--- config.mk ---
export PLATFORM = sky130hd
export DESIGN_NAME = tiny_y86_subset_execute
export DESIGN_NICKNAME = d
export VERILOG_FILES = /design/src/rtl/core/ty86_pkg.sv /design/src/rtl/core/tiny_y86_subset_execute.sv /design/src/rtl/core/ty86_front.sv /design/src/rtl/core/ty86_back.sv
export SDC_FILE = /design/constraint.sdc
export NUM_CORES = 1
export LEC_CHECK = 0
export ABC_CLOCK_PERIOD_IN_PS = 5000
export BUFFER_PORTS_ARGS = -buffer_cell sky130_fd_sc_hd__clkbuf_2
export CAP_MARGIN = 20
export CORE_ASPECT_RATIO = 0.6
export CORE_MARGIN = 1
export CORE_UTILIZATION = 39
export CTS_CLUSTER_DIAMETER = 100
export DETAILED_ROUTE_END_ITERATION = 6
export GPL_ROUTABILITY_DRIVEN = 0
export PLACE_DENSITY = 0.61
export RECOVER_POWER = 50
export SETUP_SLACK_MARGIN = 0.5
export SLEW_MARGIN = 10
export SYNTH_ARGS = -nofsm -noshare
export SYNTH_HDL_FRONTEND = slang
export SYNTH_SLANG_ARGS = --single-unit
--- constraint.sdc ---
create_clock -name clk -period 5 [get_ports clk]
set_input_delay 0.5 -clock clk [delete_from_list [all_inputs] [get_ports clk]]
set_output_delay 0.5 -clock clk [all_outputs]
set_load 0.005 [all_outputs]
--- src/rtl/core/ty86_pkg.sv ---
`timescale 1ns / 1ps
// ty86_pkg: shared types and constants of the tiny Y86 subset execute block.
// Depends on nothing; used by ty86_front, ty86_back and the top level.
package ty86_pkg;

  // Input word: one decoded instruction.
  typedef struct packed {
    logic [3:0]        mode;
    logic [2:0]        src_reg;
    logic [2:0]        dst_reg;
    logic signed [7:0] immediate;
    logic [2:0]        base_reg;
    logic signed [7:0] mem_offset;
    logic [7:0]        branch_target;
  } in_word_t;

  // Result word: architectural state after the instruction.
  typedef struct packed {
    logic [7:0]        next_pc;
    logic              halted;
    logic              fault;
    logic              zero_flag;
    logic              sign_flag;
    logic              overflow_flag;
    logic signed [7:0] written_value;
    logic              address_warning;
  } out_word_t;

  // Opcodes; every code above OP_MRMOV is illegal and maps to OP_BAD.
  typedef enum logic [3:0] {
    OP_HALT  = 4'd0,
    OP_ADD   = 4'd1,
    OP_SUB   = 4'd2,
    OP_CMP   = 4'd3,
    OP_JE    = 4'd4,
    OP_JNE   = 4'd5,
    OP_JG    = 4'd6,
    OP_JL    = 4'd7,
    OP_RRMOV = 4'd8,
    OP_IRMOV = 4'd9,
    OP_RMMOV = 4'd10,
    OP_MRMOV = 4'd11,
    OP_BAD   = 4'd12
  } op_t;

  // Classified instruction as it sits in the decode queue.
  typedef struct packed {
    op_t      op;
    logic     b_sel_base;  // second read port takes base_reg instead of dst_reg
    in_word_t raw;
  } dec_word_t;

  // Decode queue between front and back.
  localparam int unsigned QDEPTH = 4;
  localparam int unsigned QPTR_W = $clog2(QDEPTH);
  localparam int unsigned QCNT_W = $clog2(QDEPTH + 1);

  // Effective address is (base + offset) masked to ADDR_W bits (mask 0xf).
  localparam int unsigned ADDR_W    = 4;
  localparam int unsigned ADDR_SPAN = 2 ** ADDR_W;

  // Register index fields are 3 bits wide.
  localparam int unsigned RIDX_SPAN = 8;
  // Branch target field is 8 bits wide.
  localparam int unsigned TGT_SPAN  = 256;

endpackage

--- src/rtl/core/tiny_y86_subset_execute.sv ---
`timescale 1ns / 1ps
// tiny_y86_subset_execute: top level of the Y86 subset execute block.
// Depends on ty86_pkg, ty86_front and ty86_back.
//
//   channel   ports                         word type
//   input     in_push / in_full / in_word   ty86_pkg::in_word_t
//   result    out_empty / out_pop / out_word ty86_pkg::out_word_t
//
// Sustains one instruction word per cycle in and one result word per cycle out
// while the result side pops every cycle. A pushed word is written into the
// decode queue, read from the register file through its registered read port
// into the execute stage, and its result is registered into out_word.
// rst_n is synchronous: registers, flags, data memory, PC and halt mark clear.
// A stalled result side backs up the execute stage, then the 4-word decode
// queue, then raises in_full; the result register lets execute keep going
// while an earlier result is still being taken.
module tiny_y86_subset_execute #(
  parameter int unsigned PROGRAM_DEPTH = 256,
  parameter int unsigned REG_COUNT     = 8,
  parameter int unsigned MEM_DEPTH     = 16
) (
  input  logic                clk,
  input  logic                rst_n,
  input  logic                in_push,
  output logic                in_full,
  input  ty86_pkg::in_word_t  in_word,
  output logic                out_empty,
  input  logic                out_pop,
  output ty86_pkg::out_word_t out_word
);

  // Decode queue between front and back.
  logic                q_valid;
  logic                q_pop;
  ty86_pkg::dec_word_t q_word;

  // Front: takes words, classifies the opcode, queues them.
  ty86_front u_front (
    .clk     (clk),
    .rst_n   (rst_n),
    .in_push (in_push),
    .in_full (in_full),
    .in_word (in_word),
    .q_valid (q_valid),
    .q_pop   (q_pop),
    .q_word  (q_word)
  );

  // Back: register read, execute, state update and result register.
  ty86_back #(
    .PROGRAM_DEPTH (PROGRAM_DEPTH),
    .REG_COUNT     (REG_COUNT),
    .MEM_DEPTH     (MEM_DEPTH)
  ) u_back (
    .clk       (clk),
    .rst_n     (rst_n),
    .q_valid   (q_valid),
    .q_pop     (q_pop),
    .q_word    (q_word),
    .out_empty (out_empty),
    .out_pop   (out_pop),
    .out_word  (out_word)
  );

endmodule

--- src/rtl/core/ty86_front.sv ---
`timescale 1ns / 1ps
// ty86_front: accepts instruction words, classifies the opcode and queues them.
// Depends on ty86_pkg.
module ty86_front (
  input  logic                clk,
  input  logic                rst_n,
  input  logic                in_push,
  output logic                in_full,
  input  ty86_pkg::in_word_t  in_word,
  output logic                q_valid,
  input  logic                q_pop,
  output ty86_pkg::dec_word_t q_word
);

  ty86_pkg::dec_word_t               dec;
  ty86_pkg::dec_word_t               q_mem [ty86_pkg::QDEPTH];
  logic [ty86_pkg::QPTR_W-1:0]       wr_ptr_r, rd_ptr_r;
  logic [ty86_pkg::QCNT_W-1:0]       cnt_r, cnt_nxt;
  logic                              push, pop;

  // Opcode classification.
  always_comb begin
    dec            = '0;
    dec.raw        = in_word;
    dec.op         = ty86_pkg::OP_BAD;
    dec.b_sel_base = 1'b0;
    unique case (in_word.mode)
      ty86_pkg::OP_HALT:  dec.op = ty86_pkg::OP_HALT;
      ty86_pkg::OP_ADD:   dec.op = ty86_pkg::OP_ADD;
      ty86_pkg::OP_SUB:   dec.op = ty86_pkg::OP_SUB;
      ty86_pkg::OP_CMP:   dec.op = ty86_pkg::OP_CMP;
      ty86_pkg::OP_JE:    dec.op = ty86_pkg::OP_JE;
      ty86_pkg::OP_JNE:   dec.op = ty86_pkg::OP_JNE;
      ty86_pkg::OP_JG:    dec.op = ty86_pkg::OP_JG;
      ty86_pkg::OP_JL:    dec.op = ty86_pkg::OP_JL;
      ty86_pkg::OP_RRMOV: dec.op = ty86_pkg::OP_RRMOV;
      ty86_pkg::OP_IRMOV: dec.op = ty86_pkg::OP_IRMOV;
      ty86_pkg::OP_RMMOV: begin
        dec.op         = ty86_pkg::OP_RMMOV;
        dec.b_sel_base = 1'b1;
      end
      ty86_pkg::OP_MRMOV: begin
        dec.op         = ty86_pkg::OP_MRMOV;
        dec.b_sel_base = 1'b1;
      end
      default:            dec.op = ty86_pkg::OP_BAD;
    endcase
  end

  assign in_full = (cnt_r == ty86_pkg::QCNT_W'(ty86_pkg::QDEPTH));
  assign q_valid = (cnt_r != '0);
  assign push    = in_push && !in_full;
  assign pop     = q_pop && q_valid;
  assign q_word  = q_mem[rd_ptr_r];

  always_comb begin
    unique case ({push, pop})
      2'b10:   cnt_nxt = cnt_r + ty86_pkg::QCNT_W'(1);
      2'b01:   cnt_nxt = cnt_r - ty86_pkg::QCNT_W'(1);
      default: cnt_nxt = cnt_r;
    endcase
  end

  always_ff @(posedge clk) begin
    if (!rst_n) begin
      wr_ptr_r <= '0;
      rd_ptr_r <= '0;
      cnt_r    <= '0;
    end else begin
      cnt_r <= cnt_nxt;
      if (push) wr_ptr_r <= wr_ptr_r + ty86_pkg::QPTR_W'(1);
      if (pop)  rd_ptr_r <= rd_ptr_r + ty86_pkg::QPTR_W'(1);
    end
  end

  always_ff @(posedge clk) begin
    if (push) q_mem[wr_ptr_r] <= dec;
  end

  a_cnt_bound: assert property (@(posedge clk) disable iff (!rst_n)
    cnt_r <= ty86_pkg::QCNT_W'(ty86_pkg::QDEPTH))
    else $error("decode queue count beyond depth");

  a_no_pop_empty: assert property (@(posedge clk) disable iff (!rst_n)
    q_pop |-> (cnt_r != '0))
    else $error("decode queue popped while empty");

endmodule

--- src/rtl/core/ty86_back.sv ---
`timescale 1ns / 1ps
// ty86_back: register file read, execute, flags, PC, data memory and result register.
// Depends on ty86_pkg.
module ty86_back #(
  parameter int unsigned PROGRAM_DEPTH = 256,
  parameter int unsigned REG_COUNT     = 8,
  parameter int unsigned MEM_DEPTH     = 16
) (
  input  logic                clk,
  input  logic                rst_n,
  input  logic                q_valid,
  output logic                q_pop,
  input  ty86_pkg::dec_word_t q_word,
  output logic                out_empty,
  input  logic                out_pop,
  output ty86_pkg::out_word_t out_word
);

  localparam int unsigned RIW = $clog2(REG_COUNT);
  localparam int unsigned PCW = $clog2(PROGRAM_DEPTH);
  // Addresses never exceed the mask, so entries beyond it are never touched.
  localparam int unsigned MEM_ENTRIES =
    (MEM_DEPTH < ty86_pkg::ADDR_SPAN) ? MEM_DEPTH : ty86_pkg::ADDR_SPAN;
  localparam int unsigned MAW = $clog2(MEM_ENTRIES);
  localparam logic signed [9:0] WARN_LIM = 10'(MEM_DEPTH - 1);

  // Constant remap tables for index fields that may exceed the storage.
  logic [RIW-1:0] reg_map  [ty86_pkg::RIDX_SPAN];
  logic [PCW-1:0] tgt_map  [ty86_pkg::TGT_SPAN];
  logic [MAW-1:0] addr_map [ty86_pkg::ADDR_SPAN];

  for (genvar g = 0; g < ty86_pkg::RIDX_SPAN; g++) begin : g_reg_map
    assign reg_map[g] = RIW'(g % REG_COUNT);
  end
  for (genvar g = 0; g < ty86_pkg::TGT_SPAN; g++) begin : g_tgt_map
    assign tgt_map[g] = PCW'(g % PROGRAM_DEPTH);
  end
  for (genvar g = 0; g < ty86_pkg::ADDR_SPAN; g++) begin : g_addr_map
    assign addr_map[g] = MAW'(g % MEM_ENTRIES);
  end

  // Register file: two registered read ports, one write port.
  logic signed [7:0]   rf_mem [REG_COUNT];
  logic [REG_COUNT-1:0] rf_vld_r;
  logic                rf_we;
  logic [RIW-1:0]      rf_waddr;
  logic signed [7:0]   rf_wdata;

  // Data memory and architectural state.
  logic signed [7:0] dm_r [MEM_ENTRIES];
  logic              dm_we;
  logic [PCW-1:0]    pc_r, pc_nxt, pc_inc;
  logic              halt_r, halt_nxt;
  logic              zf_r, zf_nxt, sf_r, sf_nxt, of_r, of_nxt;

  // Execute stage.
  logic              ex_v_r;
  ty86_pkg::op_t     ex_op_r;
  logic [RIW-1:0]    ex_rd_r;
  logic signed [7:0] ex_imm_r, ex_off_r;
  logic [PCW-1:0]    ex_tgt_r;
  logic signed [7:0] a_r, b_r;

  logic              ex_fire, ex_load;
  logic [RIW-1:0]    ld_rs, ld_b;
  logic signed [9:0] sum;
  logic [MAW-1:0]    mem_addr;
  logic signed [7:0] alu_add, alu_sub, wval;
  logic              warn, fault;

  logic                out_v_r;
  ty86_pkg::out_word_t out_word_r;
  logic [PCW+7:0]      pc_ext;

  assign ex_fire   = ex_v_r && (!out_v_r || out_pop);
  assign ex_load   = q_valid && (!ex_v_r || ex_fire);
  assign q_pop     = ex_load;
  assign out_empty = !out_v_r;
  assign out_word  = out_word_r;

  assign ld_rs = reg_map[q_word.raw.src_reg];
  assign ld_b  = q_word.b_sel_base ? reg_map[q_word.raw.base_reg]
                                   : reg_map[q_word.raw.dst_reg];

  // Register read with write-first bypass from the instruction retiring now.
  always_ff @(posedge clk) begin
    if (ex_load) begin
      if (rf_we && (rf_waddr == ld_rs))
        a_r <= rf_wdata;
      else
        a_r <= rf_vld_r[ld_rs] ? rf_mem[ld_rs] : 8'sd0;
      if (rf_we && (rf_waddr == ld_b))
        b_r <= rf_wdata;
      else
        b_r <= rf_vld_r[ld_b] ? rf_mem[ld_b] : 8'sd0;
      ex_op_r  <= q_word.op;
      ex_rd_r  <= reg_map[q_word.raw.dst_reg];
      ex_imm_r <= q_word.raw.immediate;
      ex_off_r <= q_word.raw.mem_offset;
      ex_tgt_r <= tgt_map[q_word.raw.branch_target];
    end
    if (rf_we) rf_mem[rf_waddr] <= rf_wdata;
  end

  // Execute.
  assign sum      = 10'(b_r) + 10'(ex_off_r);
  assign mem_addr = addr_map[sum[ty86_pkg::ADDR_W-1:0]];
  assign alu_add  = b_r + a_r;
  assign alu_sub  = b_r - a_r;
  assign pc_inc   = (pc_r == PCW'(PROGRAM_DEPTH - 1)) ? '0 : pc_r + PCW'(1);

  always_comb begin
    pc_nxt   = pc_inc;
    halt_nxt = halt_r;
    zf_nxt   = zf_r;
    sf_nxt   = sf_r;
    of_nxt   = of_r;
    wval     = 8'sd0;
    warn     = 1'b0;
    fault    = 1'b0;
    rf_we    = 1'b0;
    dm_we    = 1'b0;
    if (halt_r) begin
      pc_nxt = pc_r;
    end else begin
      unique case (ex_op_r)
        ty86_pkg::OP_HALT: begin
          halt_nxt = 1'b1;
          pc_nxt   = pc_r;
        end
        ty86_pkg::OP_ADD: begin
          wval  = alu_add;
          rf_we = 1'b1;
        end
        ty86_pkg::OP_SUB: begin
          wval  = alu_sub;
          rf_we = 1'b1;
        end
        ty86_pkg::OP_CMP: begin
          zf_nxt = (alu_sub == 8'sd0);
          sf_nxt = alu_sub[7];
          of_nxt = (b_r[7] ^ a_r[7]) & (b_r[7] ^ alu_sub[7]);
        end
        ty86_pkg::OP_JE:  if (zf_r) pc_nxt = ex_tgt_r;
        ty86_pkg::OP_JNE: if (!zf_r) pc_nxt = ex_tgt_r;
        ty86_pkg::OP_JG:  if (!(sf_r ^ of_r) && !zf_r) pc_nxt = ex_tgt_r;
        ty86_pkg::OP_JL:  if (sf_r ^ of_r) pc_nxt = ex_tgt_r;
        ty86_pkg::OP_RRMOV: begin
          wval  = a_r;
          rf_we = 1'b1;
        end
        ty86_pkg::OP_IRMOV: begin
          wval  = ex_imm_r;
          rf_we = 1'b1;
        end
        ty86_pkg::OP_RMMOV: begin
          wval  = a_r;
          dm_we = 1'b1;
          warn  = (sum > WARN_LIM);
        end
        ty86_pkg::OP_MRMOV: begin
          wval  = dm_r[mem_addr];
          rf_we = 1'b1;
          warn  = (sum > WARN_LIM);
        end
        default: begin
          halt_nxt = 1'b1;
          fault    = 1'b1;
          pc_nxt   = pc_r;
        end
      endcase
    end
    rf_we = rf_we && ex_fire;
    dm_we = dm_we && ex_fire;
  end

  assign rf_waddr = ex_rd_r;
  assign rf_wdata = wval;
  assign pc_ext   = {8'b0, pc_nxt};

  always_ff @(posedge clk) begin
    if (!rst_n) begin
      rf_vld_r <= '0;
      pc_r     <= '0;
      halt_r   <= 1'b0;
      zf_r     <= 1'b0;
      sf_r     <= 1'b0;
      of_r     <= 1'b0;
      ex_v_r   <= 1'b0;
      out_v_r  <= 1'b0;
      for (int i = 0; i < MEM_ENTRIES; i++) dm_r[i] <= 8'sd0;
    end else begin
      if (rf_we) rf_vld_r[rf_waddr] <= 1'b1;
      if (dm_we) dm_r[mem_addr] <= wval;
      if (ex_fire) begin
        pc_r   <= pc_nxt;
        halt_r <= halt_nxt;
        zf_r   <= zf_nxt;
        sf_r   <= sf_nxt;
        of_r   <= of_nxt;
      end
      if (ex_load)      ex_v_r <= 1'b1;
      else if (ex_fire) ex_v_r <= 1'b0;
      if (ex_fire)      out_v_r <= 1'b1;
      else if (out_pop) out_v_r <= 1'b0;
    end
  end

  always_ff @(posedge clk) begin
    if (ex_fire) begin
      out_word_r.next_pc         <= pc_ext[7:0];
      out_word_r.halted          <= halt_nxt;
      out_word_r.fault           <= fault;
      out_word_r.zero_flag       <= zf_nxt;
      out_word_r.sign_flag       <= sf_nxt;
      out_word_r.overflow_flag   <= of_nxt;
      out_word_r.written_value   <= wval;
      out_word_r.address_warning <= warn;
    end
  end

  a_halt_sticky: assert property (@(posedge clk) disable iff (!rst_n)
    halt_r |=> halt_r)
    else $error("halt mark dropped without reset");

  a_halted_pc_frozen: assert property (@(posedge clk) disable iff (!rst_n)
    (ex_fire && halt_r) |=> $stable(pc_r))
    else $error("program counter moved while halted");

  a_flags_cmp_only: assert property (@(posedge clk) disable iff (!rst_n)
    (ex_fire && (ex_op_r != ty86_pkg::OP_CMP)) |=> $stable({zf_r, sf_r, of_r}))
    else $error("flags changed by an instruction other than compare");

  a_fault_halts: assert property (@(posedge clk) disable iff (!rst_n)
    (out_v_r && out_word_r.fault) |-> out_word_r.halted)
    else $error("faulting word not reported as halted");

endmodule

# Word level (Yosys, flattened, before mapping)
# Memory sizes are Yosys's and may differ from the RTL's. A register that Yosys moved wholly into a read port is not among the register bits.
# Index checks and enable logic that the tools add are counted.
dict set report totals {
  mem_bits_ro 2184
  ram_bits 360
  wordCells 183
  input_bits 41
  mem_count 8
  register_bits 90
}
# memory words width read_ports rd_clocked_by_memory_dff write_ports line_no
set memory_table {}
lappend memory_table {{(name not given)} 256 8 1 1 0 ty86_back.sv:100} ;# ex_tgt_r <= tgt_map[q_word.raw.branch_target];
lappend memory_table {u_front.q_mem 4 42 1 1 1 ty86_front.sv:16} ;# ty86_pkg::dec_word_t q_mem [ty86_pkg::QDEPTH];
lappend memory_table {u_back.dm_r 16 8 1 0 16 ty86_back.sv:50} ;# logic signed [7:0] dm_r [MEM_ENTRIES];
lappend memory_table {{(name not given)} 16 4 1 0 0 ty86_back.sv:107} ;# assign mem_addr = addr_map[sum[ty86_pkg::ADDR_W-1:0]];
lappend memory_table {u_back.rf_mem 8 8 2 0 1 ty86_back.sv:43} ;# logic signed [7:0] rf_mem [REG_COUNT];
lappend memory_table {{(name not given)} 8 3 1 0 0 ty86_back.sv:81} ;# assign ld_rs = reg_map[q_word.raw.src_reg];
lappend memory_table {{2 more memories} n/a n/a n/a n/a n/a n/a}
dict set report op_classes {
  n_reduce_logical 33
  add_sub_neg 8
  order_cmp 9
  bitwise 11
  eq_ne 28
  muxes 61
}
# operator n
set op_table {}
lappend op_table {{8-bit 2-to-1 mux} 12}
lappend op_table {{8-bit one-hot mux with 5 select lines} 2}
lappend op_table {{4-bit one-hot mux with 12 select lines} 1}
lappend op_table {{4-bit by 3-bit equality test with 1-bit output, second input constant} 8}
lappend op_table {{4-bit equality test, second input constant} 8}
lappend op_table {{1-bit 2-to-1 mux} 30}
lappend op_table {{3-bit 2-to-1 mux} 7}
lappend op_table {{4-bit by 2-bit equality test with 1-bit output, second input constant} 4}
lappend op_table {{4-bit >= comparator, second input constant} 3}
lappend op_table {{3-bit by 4-bit less-than comparator with 1-bit output, second input constant} 3}
lappend op_table {{4-bit 2-to-1 mux} 3}
lappend op_table {{3-bit NOT with 4-bit output} 3}
lappend op_table {{12-bit OR reduction} 1}
lappend op_table {{11-bit OR reduction} 1}
lappend op_table {{10-bit by 5-bit > comparator with 1-bit output, second input constant} 1}
lappend op_table {{1-bit logical AND} 10}
lappend op_table {{8-bit by 8-bit adder with 9-bit output} 1}
lappend op_table {{8-bit NOT with 9-bit output} 1}
lappend op_table {{8-bit by 1-bit adder with 8-bit output, second input constant} 1}
lappend op_table {{8-bit adder} 1}
lappend op_table {{4-bit by 1-bit equality test with 1-bit output, second input constant} 2}
lappend op_table {{8-bit equality test, second input constant} 1}
lappend op_table {{4-bit logical NOT} 2}
lappend op_table {{8-bit logical NOT} 1}
lappend op_table {{27 further kinds} 43}

# Logic depth before layout (Yosys ltp)
# Gate-level depths: netlist of the first run.
dict set report depth {
  ltp_word 9
  mapped_depth 12
  ltp_nobuf 11
}

# Cells and area by module
# From an unflattened synthesis of the first run, not the netlist that was laid out.
dict set report hier_totals {
  cells_unflattened 1419
  area_unflattened_um2 20848.7
}
# module area_per_inst_um2 n_inst cells_per_inst
set modules_own_cells {}
lappend modules_own_cells {ty86_back 14207.4 1 1141}
lappend modules_own_cells {ty86_front 6641.4 1 278}

# Worst setup path before layout of the first run
# OpenSTA, ideal clock, no wires.
dict set report synth_path {
  path_kind {input to register}
  start {input out_pop}
  end {register u_front.cnt_r[2] in the netlist's numbering}
  arrival_time_ns 4.581
  slack_ns 0.344
  path_stages 8
  path_buffers 0
  setup_ns 0.076
  path_cell_list {nor2b_1 a21oi_1 ha_1 inv_1 fa_1 xor2_1 or3_1 a21boi_0}
}
dict set report synth_between {
  elab_chain_len 7
  word_cells_on_any_way 9
}
# item line_no
set synth_lines {}
lappend synth_lines {{from (decl)} tiny_y86_subset_execute.sv:28} ;# input logic out_pop,
lappend synth_lines {{1-bit logical OR (*)} ty86_back.sv:75} ;# assign ex_fire = ex_v_r && (!out_v_r || out_pop);
lappend synth_lines {{1-bit logical AND (*)} ty86_back.sv:75}
lappend synth_lines {{1-bit logical OR (*)} ty86_back.sv:76} ;# assign ex_load = q_valid && (!ex_v_r || ex_fire);
lappend synth_lines {{1-bit logical AND (*)} ty86_back.sv:76}
lappend synth_lines {{net q_pop} tiny_y86_subset_execute.sv:34} ;# logic q_pop;
lappend synth_lines {{1-bit logical AND (*)} ty86_front.sv:53} ;# assign pop = q_pop && q_valid;
lappend synth_lines {{2-bit by 1-bit equality test with 1-bit output or 2-bit equality test (tied branches)} ty86_front.sv:57} ;# unique case ({push, pop})
lappend synth_lines {{3-bit one-hot mux with 2 select lines or 2-bit nonzero test (tied branches)} n/a}
lappend synth_lines {{to (signal assigned)} ty86_front.sv:70} ;# cnt_r <= cnt_nxt;
lappend synth_lines {{to (decl)} ty86_front.sv:18} ;# logic [ty86_pkg::QCNT_W-1:0] cnt_r, cnt_nxt;
# The timed path passes the listed nets; every way through them passes the cells marked *.
# A chain may end at the register's enable or synchronous reset.

# Worst setup path after layout of the first run
dict set report layout_path {
  start {register u_back.b_r[0]}
  end {memory u_back.rf_mem[5][6] (data pin)}
}
dict set report layout_between {
  elab_chain_len 8
  word_cells_on_any_way 10
}
# item line_no
set layout_lines {}
lappend layout_lines {{from (decl)} ty86_back.sv:62} ;# logic signed [7:0] a_r, b_r;
lappend layout_lines {{from (signal assigned)} ty86_back.sv:93} ;# b_r <= rf_wdata;
lappend layout_lines {{from (signal assigned)} ty86_back.sv:95} ;# b_r <= rf_vld_r[ld_b] ? rf_mem[ld_b] : 8'sd0;
lappend layout_lines {{8-bit by 8-bit adder with 9-bit output} ty86_back.sv:106} ;# assign sum = 10'(b_r) + 10'(ex_off_r);
lappend layout_lines {{4-bit NOT with 5-bit output (not written as such)} ty86_back.sv:107}
lappend layout_lines {{memory read 16 x 4 bit} n/a}
lappend layout_lines {{4-bit 2-to-1 mux (not written as such) (2 in a row)} ty86_back.sv:107}
lappend layout_lines {{memory read 16 x 8 bit} n/a}
lappend layout_lines {{8-bit one-hot mux with 5 select lines (*)} ty86_back.sv:126} ;# unique case (ex_op_r)
lappend layout_lines {{8-bit 2-to-1 mux (*)} ty86_back.sv:123} ;# if (halt_r) begin
lappend layout_lines {{net u_back.rf_wdata[6]} ty86_back.sv:47} ;# logic signed [7:0] rf_wdata;
lappend layout_lines {{to (decl)} ty86_back.sv:43}
# The timed path passes the listed nets; every way through them passes the cells marked *. The select of a mux whose other input is x is not followed.

==> results of run 1 <==
-- flip-flops by register name, summed over array words and instances (netlist names), 22 cells and up, named ones only --
signal and flops:
u_front.q_mem 152, u_back.dm_r 128, u_back.rf_mem 64, u_back.out_word 22
-- cells by family (layout without fill, tap and decap cells) --
kind of cell,Yosys count,count (layout),synth area share (%)
AO/OA/AOI/OAI,155,155,5.787
multiplexers,149,149,14.57
XOR/XNOR,24,24,1.156
AND/OR/NAND/NOR,338,338,8.042
flip-flops,444,444,65.75
adder cells (fa/ha/maj),33,33,2.236
buffers and inverters,102,214,2.458
-- synth_stat cells, drive strengths merged, types with 4 or more instances --
cell type / instances
nor3b: 9
nand4: 4
xor2: 9
and3: 5
a31oi: 7
nand2b: 11
nor3: 8
a221oi: 5
o21a: 11
o31ai: 5
nor2: 165
a32oi: 4
a2bb2oi: 4
and2: 14
mux2i: 39
nand3: 10
nor2b: 16
o211a: 5
o21ai: 22
a21o: 9
o22ai: 22
nand2: 73
fa: 4
edfxtp: 413
inv: 38
a21oi: 23
mux4: 104
mux2: 6
buf: 37
a211oi: 8
clkbuf: 26
xnor2: 15
ha: 29
a21boi: 8
dfxtp: 31
nor4: 5
-- critical path: cells and delay by family, from the launching register on --
kind	cells	cell delay, ns
AOI/OAI and AO/OA	3	1.09
adders and majority gates	2	1.05
buffers and inverters	2	0.60
DFF	1	0.44
muxes	1	0.35
-- worst paths after layout --
check	start	endpoint	slack, ns
worst min-delay path	in_word[26]	u_front.q_mem[3][26]$_DFFE_PP_	0.21
worst max-delay path	u_back.b_r[0]$_DFFE_PP_	u_back.rf_mem[5][6]$_DFFE_PP_	1.14
worst max register to register	u_back.b_r[0]$_DFFE_PP_	u_back.rf_mem[5][6]$_DFFE_PP_	1.14
worst min register to register	u_back.rf_vld_r[3]$_SDFFE_PN0P_	u_back.rf_vld_r[3]$_SDFFE_PN0P_	0.50
-- layout make-up --
type,count,area share [%]
clock buffer,48,5.003
sequential,444,58.44
timing repair buffer,101,2.268
clock inverter,26,1.421
inverter,39,0.6569
tap,682,3.829
multi-input combinational,699,28.38
-- report_power, final --
part / switching [µW] / internal, µW / total (µW)
combinational: 3470 / 2330 / 5790
sequential: 409 / 4850 / 5260
clock: 1390 / 1960 / 3350
-- layer usage --
layer | share of wire [%] | GRT usage (%) | vias up
met5 | 0 | 0 | -
li1 | - | - | 5003
met3 | 9.2 | 5.048 | 46
met1 | 48 | 27.90 | 5759
met2 | 41 | 24.79 | 412
met4 | 1.2 | 3.120 | 0
-- metrics by stage --
| stage | utilization, % | std cells |
|---|---|---|
| final | 44.80 | 2039 |
| after global routing | 44.80 | 2039 |
| after CTS | 44.99 | 2039 |
| after detailed placement | 42.11 | 1965 |
| after global placement | 42.11 | 1965 |
| after floorplan | - | 1245 |
==> impl_metrics.yaml, run 1 <==
die:
  initial_core_util_pct: 39.82
  dieArea_um2: 51720
  placementRows: 63
  die_h_um: 176.6
  die_x_um: 292.9
  pin_count: 65
  core_region_area_um2: 49740
setup_path:
  critPathKind: "reg -> reg"
  crit_chain: "ha_2 > fa_1 > buf_4 > mux4_2 > a211oi_1 > a21oi_1 > a22oi_2 > inv_1"
  critPathMaxFanout: 10
  max_stage_delay_ns: 0.82
  crit_path_end_kind: "flip-flop"
  reg2reg_depth: 8
  startpoint_type: "flip-flop"
  required_ns: 5.22
  arrival_ns: 4.08
  cp_slowest_cell: "fa_1"
run:
  maxCapViolCount: 6
grt:
  antenna_found_initial: 0
  grt_pass1_vias: 11180
  grtUsageTotal_pct: 17.89
  grt_first_pass_wirelength_mm: 70.01
  grt.overflow.total: 0
  grt_max_degree: 50
sta:
  hold_violations: 0
  fin_tns_setup_ns: 0
  finalSetupViolCount: 0
  max_freq_mhz: 259.1
  fin_ws_ns: 1.141
  slew_headroom_pct: -90.29
  worst_clock_skew_ns: 0.01732
  slew_violations: 227
  fin_crit_ns: 3.859
  rsz0062_at_grt: "no"
  fin_crit_sh_pct: 77.18
  holdWs_ns: 0.2139
  tightest_slew_ns: 2.854
finish:
  drive_gt1_share_pct: 16.88
  regArea_um2: 13020
  fill_cells: 4347
  nets: 1400
  multi_input_area_um2: 6324
  area_growth_pct: 12.52
  final_common_cell: "edfxtp_1"
  final_cell_mix: "edfxtp_1, nor2_1, mux4_2, nand2_1, clkbuf_1"
  diodes: 0
  fin_area_um2: 22280
clock_network:
  postCtsSetupRepairBufs: 0
  cts_buffer_depth: 3
  clock-sinks: 444
  cts_resized: 0
  root_buffer: "clkbuf_16"
  htreeDepth: 2
  cts_tree: "done"
  cts_buffers: 41
  clkSlewWorstSetupHoldPaths_ns: 0.07
  clkLatencyLatePin_ns: 0.55
  hold_buffers: 0
placement:
  dp_slack_ns: 1.136
  place_area_um2: 20950
  port_buffers: 64
  hpwl_mm: 31.19
synthesis:
  synth.top_cells.by_area: "edfxtp_1, mux4_2, dfxtp_1"
  synthArstFlopShare_pct: 0
  ys_warn_count: 0
  synth_top_cell_area_share_pct: 62.62
  synth_edf_count: 413
  syn-cell-area_um2: 19810
  postSynthAreaPerCell_um2: 15.91
  ys_seq_area_share_pct: 65.75
  yosysTopAreaCell: "edfxtp_1"
  synth_fp_nets: 1319
  ys_seq_elements: 444
  ys_types: 82
  netlist_instances: 1245
  synth-main-ff-cell: "edfxtp_1"
outcome:
  status: "finished with violations"
  violations: "max-capacitance violations, max-slew violations"
route:
  vias: 11220
  wl_mm: 45.57
  drc: 0
  viasPerCell: 5.503
  ant_nets: 0
  drtIter0Drc: 1130
  wl_per_cell_um: 22.35
  dr.pass1.iters: 5
pwr:
  p_total_uw: 14400
  p_leak_uw: 0.007524
  ir_drop_mv: 0.3343
  power.density_nw_per_um2: 646.4
min_path:
  hold_path_depth: 1
  hold_path_class: "in -> reg"
No activity file was read; power rests on OpenSTA's default activity.
==> run 2: changes to the inputs <==
--- a/config.mk
+++ b/config.mk
@@ -5,7 +5,7 @@
 export SDC_FILE = /design/constraint.sdc
 export NUM_CORES = 1
 export LEC_CHECK = 0
-export ABC_CLOCK_PERIOD_IN_PS = 5000
+export ABC_CLOCK_PERIOD_IN_PS = 3200
 export BUFFER_PORTS_ARGS = -buffer_cell sky130_fd_sc_hd__clkbuf_2
 export CAP_MARGIN = 20
 export CORE_ASPECT_RATIO = 0.6
@@ -14,7 +14,7 @@
 export CTS_CLUSTER_DIAMETER = 100
 export DETAILED_ROUTE_END_ITERATION = 6
 export GPL_ROUTABILITY_DRIVEN = 0
-export PLACE_DENSITY = 0.61
+export PLACE_DENSITY = 0.63
 export RECOVER_POWER = 50
 export SETUP_SLACK_MARGIN = 0.5
 export SLEW_MARGIN = 10
==> constraint.sdc (replaced) <==
create_clock -name clk -period 3.2 [get_ports clk]
set_input_delay 0.32 -clock clk [delete_from_list [all_inputs] [get_ports clk]]
set_output_delay 0.32 -clock clk [all_outputs]
set_load 0.005 [all_outputs]
==> run 2 against run 1 <==
- the run now ends clean
- sequential power grew 54%
- critical endpoint is now u_back.rf_mem[7][7]$_DFFE_PP_
- critical path type unchanged
- die area is the same
- clock power grew 54%
==> impl_metrics.yaml, run 2 (same netlist as run 1, synthesis figures left out) <==
outcome:
  status: "complete, no violations"
grt:
  grt.overflow.total: 0
  grt_max_degree: 50
  grtUsageTotal_pct: 18.01
  grt_first_pass_wirelength_mm: 70.52
  antenna_found_initial: 0
  grt_pass1_vias: 11640
min_path:
  hold_path_class: "in -> reg"
  holdPathEnd: "u_front.q_mem[2][20]$_DFFE_PP_"
  hold_path_depth: 1
  min_from: "in_word[20]"
setup_path:
  arrival_ns: 3.41
  critPathMaxFanout: 17
  startpoint_type: "flip-flop"
  crit_chain: "ha_2 > fa_2 > buf_12 > buf_4 > mux4_2 > nor2b_4 > a211oi_2 > a211oi_2 > o41ai_4 > buf_12 > inv_4"
  r2r_slack_ns: 0.08
  reg2reg_from: "u_back.b_r[0]$_DFFE_PP_"
  max_stage_delay_ns: 0.59
  reg2reg_to: "u_back.rf_mem[7][7]$_DFFE_PP_"
  cp_slowest_cell: "fa_2"
  critPathKind: "reg -> reg"
  required_ns: 3.50
  crit_path_end_kind: "flip-flop"
  reg2reg_depth: 11
pwr:
  intPower_uw: 15650
  power.density_nw_per_um2: 1043
  combPwrFrac_pct: 46.2
  ir_drop_mv: 0.5328
  switching_share_pct: 36.57
  seqPwrFrac_pct: 32.8
  power_frac_clock_pct: 21.0
  p_leak_uw: 0.008121
  switchingPower_uw: 9021
finish:
  nets: 1504
  area_growth_pct: 19.43
  fin_util_pct: 47.56
  largest_reg_flops: 152
  layoutNonFillerInstCount: 2145
  regMostFlops: "u_front.q_mem"
  top_regs: "u_front.q_mem: 152 flops, u_back.dm_r: 128 flops, u_back.rf_mem: 64 flops"
  diodes: 0
  drive_gt1_share_pct: 23.99
  final_cell_mix: "edfxtp_1, nor2_1, mux4_2, buf_4"
  final_common_cell: "edfxtp_1"
sta:
  hold_violations: 0
  slew_violations: 0
  slew_headroom_pct: 8.622
  tightest_slew_ns: 1.371
  fin_ws_ns: 0.08477
  fin_crit_ns: 3.115
  worst_clock_skew_ns: 0.02230
  max_freq_mhz: 321.0
  finalSetupViolCount: 0
  fin_crit_sh_pct: 97.35
  rsz0062_at_grt: "yes"
clock_network:
  clock-sinks: 444
  clkLatencyLatePin_ns: 0.56
  cts_buffers: 41
  htreeDepth: 2
  cts_buffer_depth: 3
  cts_tree: "done"
  root_buffer: "clkbuf_16"
  clkSlewWorstSetupHoldPaths_ns: 0.07
route:
  ant_nets: 0
  viasPerCell: 5.445
  wl_mm: 46.20
  drc: 0
  wl_per_cell_um: 21.54
  drtIter0Drc: 1063
  vias: 11680
  dr.pass1.iters: 5
placement:
  dp_slack_ns: -0.03314
  dp_cells: 2023
  hpwl_mm: 31.21
  port_buffers: 64
die:
  die_h_um: 176.6
  dieArea_um2: 51720
  pin_count: 65
  initial_core_util_pct: 39.82
  core_region_area_um2: 49740
  placementRows: 63
  die_x_um: 292.9
run:
  maxCapViolCount: 0
==> run 2: cell count changes in the layout (fill, tap and decap cells not counted), moves of 8 or more <==
| cell | previous run | this run |
|---|---|---|
| buf_12 | 0 | 12 |
| inv_4 | 0 | 8 |
| inv_1 | 38 | 30 |
| dlygate4sd3_1 | 0 | 28 |
| buf_4 | 30 | 79 |
| buf_6 | 0 | 8 |
==> run 2: power by group through the flow <==
stage	Clock, µW	Combinational [µW]	Sequential [µW]
final	5170	11400	8100
after detailed placement	0	10100	8200
after global routing	5500	12100	8200
after floorplan	0	7210	7910
after global placement	0	9980	8170
after CTS	5270	10800	8080
==> run 2: layout make-up <==
type                    instances  area [µm²]
well taps                     682       853.3
flip-flops and latches        444       13030
multi-input cells             699        6576
fillers                      4244       26090
clock buffers                  51        1126
repair buffers                205        1615
clock inverters                25       290.3
inverters                      39       167.7
==> run 2: critical path: cells and delay by family (launching register included) <==
kind	cells	cell delay, ns
fa+ha+maj	2	0.80
flops	1	0.41
buf+inv	4	0.57
compound gates	3	0.58
mux	1	0.30
simple gates	1	0.16
==> run 2: worst max path at each step <==
stage / slack, ns / startpoint / to
floorplan: 0.34 / u_back.b_r[0]$_DFFE_PP_ / u_back.dm_r[4][3]$_SDFFCE_PN0P_
global placement: -0.03 / u_back.b_r[0]$_DFFE_PP_ / u_back.b_r[5]$_DFFE_PP_
detailed placement: -0.03 / u_back.b_r[0]$_DFFE_PP_ / u_back.dm_r[12][6]$_SDFFCE_PN0P_
CTS: 0.08 / u_back.b_r[0]$_DFFE_PP_ / u_back.dm_r[15][4]$_SDFFCE_PN0P_
global route: -0.003 / u_back.b_r[0]$_DFFE_PP_ / u_back.rf_mem[2][5]$_DFFE_PP_
finish: 0.08 / u_back.b_r[0]$_DFFE_PP_ / u_back.rf_mem[7][7]$_DFFE_PP_
==> run 2: metal layers <==
metal	vias up	track usage [%]	wire, µm
li1	5213	-	-
met4	0	3.949	753
met3	64	4.620	3953
met1	5977	27.32	21820
met2	425	25.86	19670
met5	-	0	0
==> run 2: timing repair <==
item | in CTS | in global routing
hold buffers | 28 | 0
cloned | 2 | 2
endpoints found under the setup margin | 346 | 431
gates resized for setup | 12 | 27
pin swaps | 5 | 10
endpoints found under the hold margin | 112 | 0
setup buffers | 7 | 7
==> run 2: per-stage QoR <==
| step | setup TNS (ns) | cell area (µm²) | total power [µW] | hold WS [ns] |
|---|---|---|---|---|
| global route | -0.01164 | 23650 | 25800 | 0.07561 |
| CTS | 0 | 23510 | 24100 | 0.001878 |
| detailed placement | -0.2170 | 21640 | 18330 | 0.4816 |
| finish | 0 | 23650 | 24670 | 0.08372 |
| global placement | -0.1850 | 21640 | 18150 | 0.4669 |
| floorplan | 0 | 20020 | 15110 | 0.4189 |
==> run 3: changes to the inputs <==
--- a/config.mk
+++ b/config.mk
@@ -14,6 +14,7 @@
 export CTS_CLUSTER_DIAMETER = 100
 export DETAILED_ROUTE_END_ITERATION = 6
 export GPL_ROUTABILITY_DRIVEN = 0
+export HOLD_SLACK_MARGIN = 0.1
 export PLACE_DENSITY = 0.63
 export RECOVER_POWER = 50
 export SETUP_SLACK_MARGIN = 0.5
==> run 3 against run 2 <==
- non-clock buffer count rose by 7
- routed wire length grew 0.34%
- sequential share of layout area shrank 0.16 points
- die area stayed put
- critical path depth unchanged
- hold slack gained 0.038 ns
- utilization is 0.14 points higher
- maximum frequency shrank 0.14%
- power is 0.13% higher
- via count about the same
- combinational power about the same
- flip-flop and latch count unchanged
- largest cell class unchanged
==> impl_metrics.yaml, run 3 (same netlist as run 1, synthesis figures left out) <==
sta:
  max_freq_mhz: 320.6
  finalSetupViolCount: 0
  holdWs_ns: 0.1217
  tightest_slew_ns: 1.393
  fin_crit_sh_pct: 97.48
  rsz0062_at_grt: "yes"
  hold_violations: 0
  worst_clock_skew_ns: 0.02226
  slew_violations: 0
  slew_headroom_pct: 7.129
  fin_crit_ns: 3.119
setup_path:
  critPathMaxFanout: 17
  required_ns: 3.49
  crit_path_end_kind: "flip-flop"
  critPathKind: "reg -> reg"
  max_stage_delay_ns: 0.59
  cp_slowest_cell: "fa_2"
  startpoint_type: "flip-flop"
  arrival_ns: 3.41
  crit_chain: "ha_2 > fa_2 > buf_12 > buf_4 > mux4_2 > nor2b_4 > a211oi_2 > a211oi_2 > o41ai_4 > buf_12 > inv_4"
min_path:
  hold_path_class: "in -> reg"
die:
  die_h_um: 176.6
  core_region_area_um2: 49740
  pin_count: 65
  placementRows: 63
  initial_core_util_pct: 39.82
  die_x_um: 292.9
  dieArea_um2: 51720
finish:
  largest_reg_flops: 152
  final_common_cell: "edfxtp_1"
  final_cell_mix: "edfxtp_1, nor2_1, mux4_2, buf_4"
  top_regs: "u_front.q_mem: 152 flops, u_back.dm_r: 128 flops, u_back.rf_mem: 64 flops"
  regMostFlops: "u_front.q_mem"
  drive_gt1_share_pct: 23.88
  area_growth_pct: 19.79
  nets: 1511
  diodes: 0
clock_network:
  clkSlewWorstSetupHoldPaths_ns: 0.07
  cts_buffers: 41
  htreeDepth: 2
  clkLatencyLatePin_ns: 0.56
  root_buffer: "clkbuf_16"
  cts_tree: "done"
  cts_buffer_depth: 3
  clock-sinks: 444
route:
  drc: 0
  drtIter0Drc: 1062
  vias: 11670
  ant_nets: 0
  wl_per_cell_um: 21.54
  viasPerCell: 5.422
  dr.pass1.iters: 7
  wl_mm: 46.35
placement:
  port_buffers: 64
  hpwl_mm: 31.21
pwr:
  ir_drop_mv: 0.5361
  power.density_nw_per_um2: 1041
  p_total_uw: 24700
  p_leak_uw: 0.008150
grt:
  grt.overflow.total: 0
  grt_max_degree: 50
  grt_first_pass_wirelength_mm: 70.53
  grtUsageTotal_pct: 18.01
  antenna_found_initial: 0
  grt_pass1_vias: 11680
outcome:
  status: "complete, no violations"
run:
  maxCapViolCount: 0
## run 3: changes by cell type in the layout (fill, tap and decap cells not counted), sizes merged
cell,before,now
dlygate4sd3,28,35
## run 3: final cells by class
cell class,count,area (µm²)
clock buffers,51,1126
clock inverters,25,290.3
fillers,4238,26020
inverters,39,167.7
multi-input cells,699,6576
flip-flops and latches,444,13030
well taps,682,853.3
repair buffers,212,1685
## run 3: metal layers
layer  GRT usage [%]  wire (µm)  vias to the layer above  share of wire, %
met1           27.28      21840                     5981                47
met3           4.620       3993                       62               8.6
met2           25.90      19770                      399                43
met4           3.949        746                        0               1.6
met5               0          0                        -                 0
li1                -          -                     5227                 -
## run 3: critical path: cells and delay by family, from the launching register on
family | cells | cell delay, ns
AND/OR/NAND/NOR | 1 | 0.16
adder cells (fa/ha/maj) | 2 | 0.80
multiplexers | 1 | 0.30
AO/OA/AOI/OAI | 3 | 0.58
flip-flops | 1 | 0.41
buffers and inverters | 4 | 0.57
## run 3: path summary, 6_finish.rpt
check / start / endpoint / slack (ns) / depth (start not counted)
setup / recovery: u_back.b_r[0]$_DFFE_PP_ / u_back.rf_mem[3][7]$_DFFE_PP_ / 0.08 / 11
hold / removal: out_pop / u_back.ex_v_r$_SDFFE_PN0P_ / 0.12 / 4
setup reg to reg: u_back.b_r[0]$_DFFE_PP_ / u_back.rf_mem[3][7]$_DFFE_PP_ / 0.08 / 11
hold reg to reg: u_back.rf_vld_r[5]$_SDFFE_PN0P_ / u_back.rf_vld_r[5]$_SDFFE_PN0P_ / 0.50 / 1
## run 3: what timing repair did
| action | in CTS | in global routing |
|---|---|---|
| endpoints found under the hold margin | 140 | 0 |
| pin swaps | 5 | 10 |
| resized for setup | 12 | 27 |
| hold buffers | 35 | 0 |
| gates cloned | 2 | 2 |
| buffers inserted | 7 | 7 |
| endpoints found under the setup margin | 346 | 431 |
## run 3: per-stage QoR
step / area, µm² / setup TNS, ns / util [%] / std cells / worst slack [ns]
final: 23720 / 0 / 47.70 / 2152 / 0.08053
after global placement: 21640 / -0.1850 / 43.50 / 2023 / -0.03373
after global routing: 23720 / -0.01164 / 47.70 / 2152 / -0.002939
after detailed placement: 21640 / -0.2170 / 43.50 / 2023 / -0.03314
after floorplan: 20020 / 0 / - / 1245 / 0.3392
after CTS: 23580 / 0 / 47.41 / 2143 / 0.08028
## run 3: report_power, final
group	switching, µW	total [µW]	internal, µW
sequential	546	8100	7550
combinational	6330	11400	5100
clock	2170	5170	3000
total	9050	24700	15700
